**config.mk**
```make
export PLATFORM = sky130hd
export DESIGN_NAME = shp3_ram
export DESIGN_NICKNAME = d
export VERILOG_FILES = /design/src/hw/rtl/shp3_ram.sv
export SDC_FILE = /design/constraint.sdc
export NUM_CORES = 1
export LEC_CHECK = 0
export BUFFER_PORTS_ARGS = -buffer_cell sky130_fd_sc_hd__buf_2
export CORE_UTILIZATION = 30
export CTS_BUF_LIST = sky130_fd_sc_hd__clkbuf_4
export DETAILED_ROUTE_END_ITERATION = 7
export PLACE_DENSITY = 0.57
export SLEW_MARGIN = 30
export SYNTH_ARGS = -nofsm -noshare
export SYNTH_HDL_FRONTEND = slang
export SYNTH_SLANG_ARGS = --single-unit
```
**constraint.sdc**
```tcl
create_clock -name clk -period 6 [get_ports clk]
set_clock_uncertainty 0.15 [all_clocks]
set_input_delay 0.9 -clock clk [delete_from_list [all_inputs] [get_ports clk]]
set_output_delay 0.9 -clock clk [all_outputs]
set_load 0.01 [all_outputs]
```
**src/hw/rtl/shp3_ram.sv**
```systemverilog
// Generic simple dual-port RAM: one write port, one read port with registered data.
module shp3_ram #(
  parameter int WIDTH = 8,
  parameter int DEPTH = 16
) (
  input  logic                     clk,
  input  logic                     we,
  input  logic [$clog2(DEPTH)-1:0] waddr,
  input  logic [WIDTH-1:0]         wdata,
  input  logic                     re,
  input  logic [$clog2(DEPTH)-1:0] raddr,
  output logic [WIDTH-1:0]         rdata
);

  logic [WIDTH-1:0] mem [DEPTH];
  logic [WIDTH-1:0] rdata_r;

  always_ff @(posedge clk) begin
    if (we) begin
      mem[waddr] <= wdata;
    end
    if (re) begin
      rdata_r <= mem[raddr];
    end
  end

  assign rdata = rdata_r;

endmodule

```
---- Yosys cells after proc, flatten, opt, wreduce, memory -nomap -nowiden ----
Memory sizes are Yosys's and may differ from the RTL's. A register that Yosys moved wholly into a read port is not among the register bits.
Cells that the tools add are included.
Widths: inputs -> output; s select.
storage, ports and cells
  register bits ........................... 0
  memory bits (writable) .................. 128
  logic and storage cells ................. 3
  memories ................................ 1
memory list
  memory  depth  bits a word  read ports  clocked after memory_dff  write ports  RTL line  text
  mem     16     8            1           1                         1            15        logic [WIDTH-1:0] mem [DEPTH];
cells by class
  multiplexer cells ....................... 2
operators with widths
  kind    number
  $mux 1  2

---- Depth between registers and ports, before layout ----
  depth after elaboration ................. 2
  mapped depth ............................ 5
  depth with buffers taken out ............ 3

---- Worst setup path after synthesis ----
OpenSTA, ideal clock, no wires.
  path type ............................... input-to-reg
  start point ............................. in waddr[2]
  end point ............................... mem mem[0][0] (enable)
  arrival ................................. 2.010 ns
  setup slack ............................. 3.457 ns
  cell stages on the path ................. 2
  buffers on the path ..................... 0
  path through ............................ or3b_2 -> nor3_1
RTL lines
  item                RTL line  text
  start: declaration  8         input logic [$clog2(DEPTH)-1:0] waddr,
  end: declaration    15
Straight into the memory's write port.

==> summary.md <==
| Metric | Value |
|---|---|
| Status | `finished, final reports clean` |
| Routability congestion estimate | `slightly below 0.7` |
| Area Growth Syn to Fin | `13.12%` |
| Critical Path AT | `~2400 ps` |
| RR Startpoint | `mem[9][7]` |
| #FFs+latches synth | `approximately 140` |
| Setup-failing EPs final | `0` |
| Initial DRC count | `250` |
| Comb pwr share | `under 10%` |
| Hold Crit Endpoint | `mem[9][0]` |
| Unrepaired setup endpoints after global routing | `no` |
| Critical Path Fanout Max | `32` |
| Cell Chain, Critical Path | `buf_4, mux4_1, a22oi_1, nand2_1` |
| Initial antenna violation count | `0` |
| Layout Nets | `between 200 and 300` |
| Post-CTS Setup Bufs | `0` |
| NetSw | `roughly 0.39 mW` |
| Max Slew Vio Count | `0` |
| Max Cap Viol | `0` |
| Hold path depth | `1` |
| Min Hold Slack | `slightly above 600 ps` |
| GRT Overall Usage | `about an eighth` |
| Drt via density | `4.904` |
| Tmin final | `between 2000 and 2500 ps` |
| Post-CTS Hold Fix Bufs | `0` |
| Sequential-to-total area share from yosys stat | `between 70% and 80%` |
| Mapped Nets | `between 200 and 250` |
| Routed WL | `about 11000 um` |
| # clock sinks | `around 140` |
| First-pass GRT wire length | `~16000 um` |
| Number of global-route vias before repair | `around 2.5k` |
| IO Port Bufs | `26` |
| CTS Buf Count | `17` |
| # DRC | `0` |
| Pleak | `roughly 1.9 nW` |
| Die area | `between 0.015 and 0.02 sq mm` |
| Final period util | `38.12%` |
| Slowest stage delay, CP | `about 690 ps` |
| Clock transition at path regs | `roughly 120 ps` |
| Routed length per instance | `21.35 um` |
| Overall power | `roughly 1.8 mW` |
| DP HPWL | `approximately 6600 um` |
| Synth Cell Area | `roughly 0.0052 sq mm` |
| Worst setup EP type | `register` |
| Die Width | `134.0 um` |
| Initial DRT Pass Iterations | `6` |
| # fillers | `between 1.5k and 2k` |
| Max Fclk | `437.3 MHz` |
| Synth Instances | `roughly 230` |
| Crit start category | `primary input` |
| Clock share of power | `a little over a third` |
| Avg Synthesized Cell Area | `approximately 23 sq um` |
| Flop pwr share | `58.9%` |
| CTS resizes | `0` |
| Flop2flop setup slack | `approximately 4400 ps` |
| Worst Path Required | `between 6000 and 7000 ps` |
| Worst reg2reg endpoint | `rdata[7]` |
| Crit-path slowest cell | `mux4_1` |
| Root Driver | `clkbuf_4` |
| Chip height | `around 130 um` |
| Top cell family by delay on the critical path | `multiplexers` |
| Peak supply drop | `approximately 110 uV` |
| Hold Vio Cnt, Final | `0` |
| Initial Util | `31.08%` |
| Reg area | `between 0.004 and 0.005 sq mm` |
| Synth warnings | `0` |
| Buf+Inv Stages, Crit Path | `1` |
| CTS tree | `built` |
| Maximum buffer depth of the clock tree | `2` |
| Synth unique cells | `18` |
| Rows | `47` |
| P per Cell Area | `308.8 mW/mm^2` |
| Hold path startpoint | `wdata[0]` |
| Hold Crit Class | `in -> reg` |
| Largest net degree at the start of global routing | `33` |
| Sw frac | `21.33%` |
| H-tree levels | `4` |
| Share of cells above drive strength 1 | `around 30%` |
| Critical path class | `in -> reg` |
| Antenna viol nets, final | `0` |
| Multi-input logic area | `between 0.001 and 0.0015 sq mm` |
| Setup TNS | `0 ps` |
| IO Pins | `27` |
| Clk Latency, worst-skew pair | `about 520 ps` |
| GR Overflow Total | `0` |
| Core ar. | `0.01682 sq mm` |
| Measured slew at the worst slew-check pin | `around 920 ps` |
| Internal power | `approximately 1.4 mW` |
| Depth of the most critical reg-to-reg path | `3` |
| Max_slew headroom | `a little under two fifths` |
| Vias | `roughly 2.4k` |
[area by class of cell]
type	count	area share [%]
Timing Repair Buffer	28	2.497
Tap cell	220	4.655
Clock inverter	13	3.047
Multi-Input combinational cell	83	18.41
Sequential cell	136	69.06
Clock buffer	18	2.285
Antenna cell	1	0.04232
[placed cells by master (no fill, tap or decap)]
cell,Yosys,routed
buf_2,3,25
clkbuf_4,0,18
nand3b_1,2,2
buf_4,1,3
nor3_1,4,2
diode_2,0,1
nor3_2,0,1
nor3_4,0,1
clkinv_2,0,1
clkinv_4,0,2
and2_1,1,1
or3b_2,1,1
mux4_1,14,14
and2b_1,1,1
mux4_2,18,18
nor2_1,13,7
nand2_1,9,9
bufinv_16,0,4
clkinv_1,0,2
clkinvlp_4,0,4
nor2_2,0,6
nor2b_1,1,1
edfxtp_1,136,136
nand2b_1,2,2
nand3_1,1,1
a22oi_1,16,16
[sequential cells by signal, summed over array words and instances, names as in the netlist]
name	count
mem	128
rdata	8
[metrics by stage]
step	utilization [%]	instances	instance area [sq um]	worst slack, ps
detailed placement	33.27	467	5595	3157
global route	35.14	498	5911	3655
CTS	35.14	498	5911	3717
finish	35.16	499	5913	3713
global placement	33.13	467	5572	2805
floorplan	-	229	5228	3457
[cells in the mapped netlist]
| library cell | count | area, sq um |
|---|---|---|
| nand3b_1 | 2 | 15.01 |
| nand3_1 | 1 | 5.000 |
| nor2_1 | 13 | 48.80 |
| nor3_1 | 4 | 20.02 |
| nand2_1 | 9 | 33.78 |
| mux4_1 | 14 | 367.9 |
| or3b_2 | 1 | 8.760 |
| and2b_1 | 1 | 7.510 |
| clkdlybuf4s25_2 | 3 | 30.03 |
| a22oi_1 | 16 | 120.1 |
| edfxtp_1 | 136 | 4084 |
| and2_1 | 1 | 6.260 |
| buf_6 | 3 | 33.78 |
| nand2b_1 | 2 | 12.51 |
| buf_4 | 1 | 7.510 |
| nor2b_1 | 1 | 6.260 |
| mux4_2 | 18 | 405.4 |
| buf_2 | 3 | 15.01 |
[power by group through the flow]
stage               Combinational, mW  Sequential (mW)  Clock, mW
floorplan                      0.0540             1.10          0
global placement               0.0941             1.10          0
detailed placement             0.0981             1.10          0
CTS                            0.0983             1.08      0.665
global route                    0.104             1.08      0.704
finish                         0.0972             1.07      0.654
[worst max path at each step]
| stage | from | endpoint | slack, ps | cells past startpoint |
|---|---|---|---|---|
| finish | raddr[0] | rdata[0] | 3710 | 4 |
| global route | raddr[0] | rdata[0] | 3660 | 4 |
| CTS | raddr[0] | rdata[0] | 3720 | 4 |
| detailed placement | raddr[0] | rdata[4] | 3160 | 4 |
| global placement | raddr[0] | rdata[4] | 2810 | 4 |
| floorplan | waddr[2] | mem[0][0] | 3460 | 2 |
[layer usage]
layer / GRT usage [%] / part of all wire (%) / vias up
met1: 17.79 / 46 / 1304
met3: 3.741 / 6.0 / 15
met5: 0 / 0 / -
li1: - / - / 1060
met2: 18.88 / 47 / 68
met4: 4.672 / 1.2 / 0
[kinds of logic (layout without fill, tap and decap cells)]
kind of cell / after synthesis / after routing / synth area share [%]
simple gates: 35 / 35 / 3.136
flops: 136 / 136 / 78.12
other cells: 0 / 1 / 0
compound gates: 16 / 16 / 2.298
mux: 32 / 32 / 14.79
buf+inv: 10 / 59 / 1.651
(Power assumes the default switching activity.)
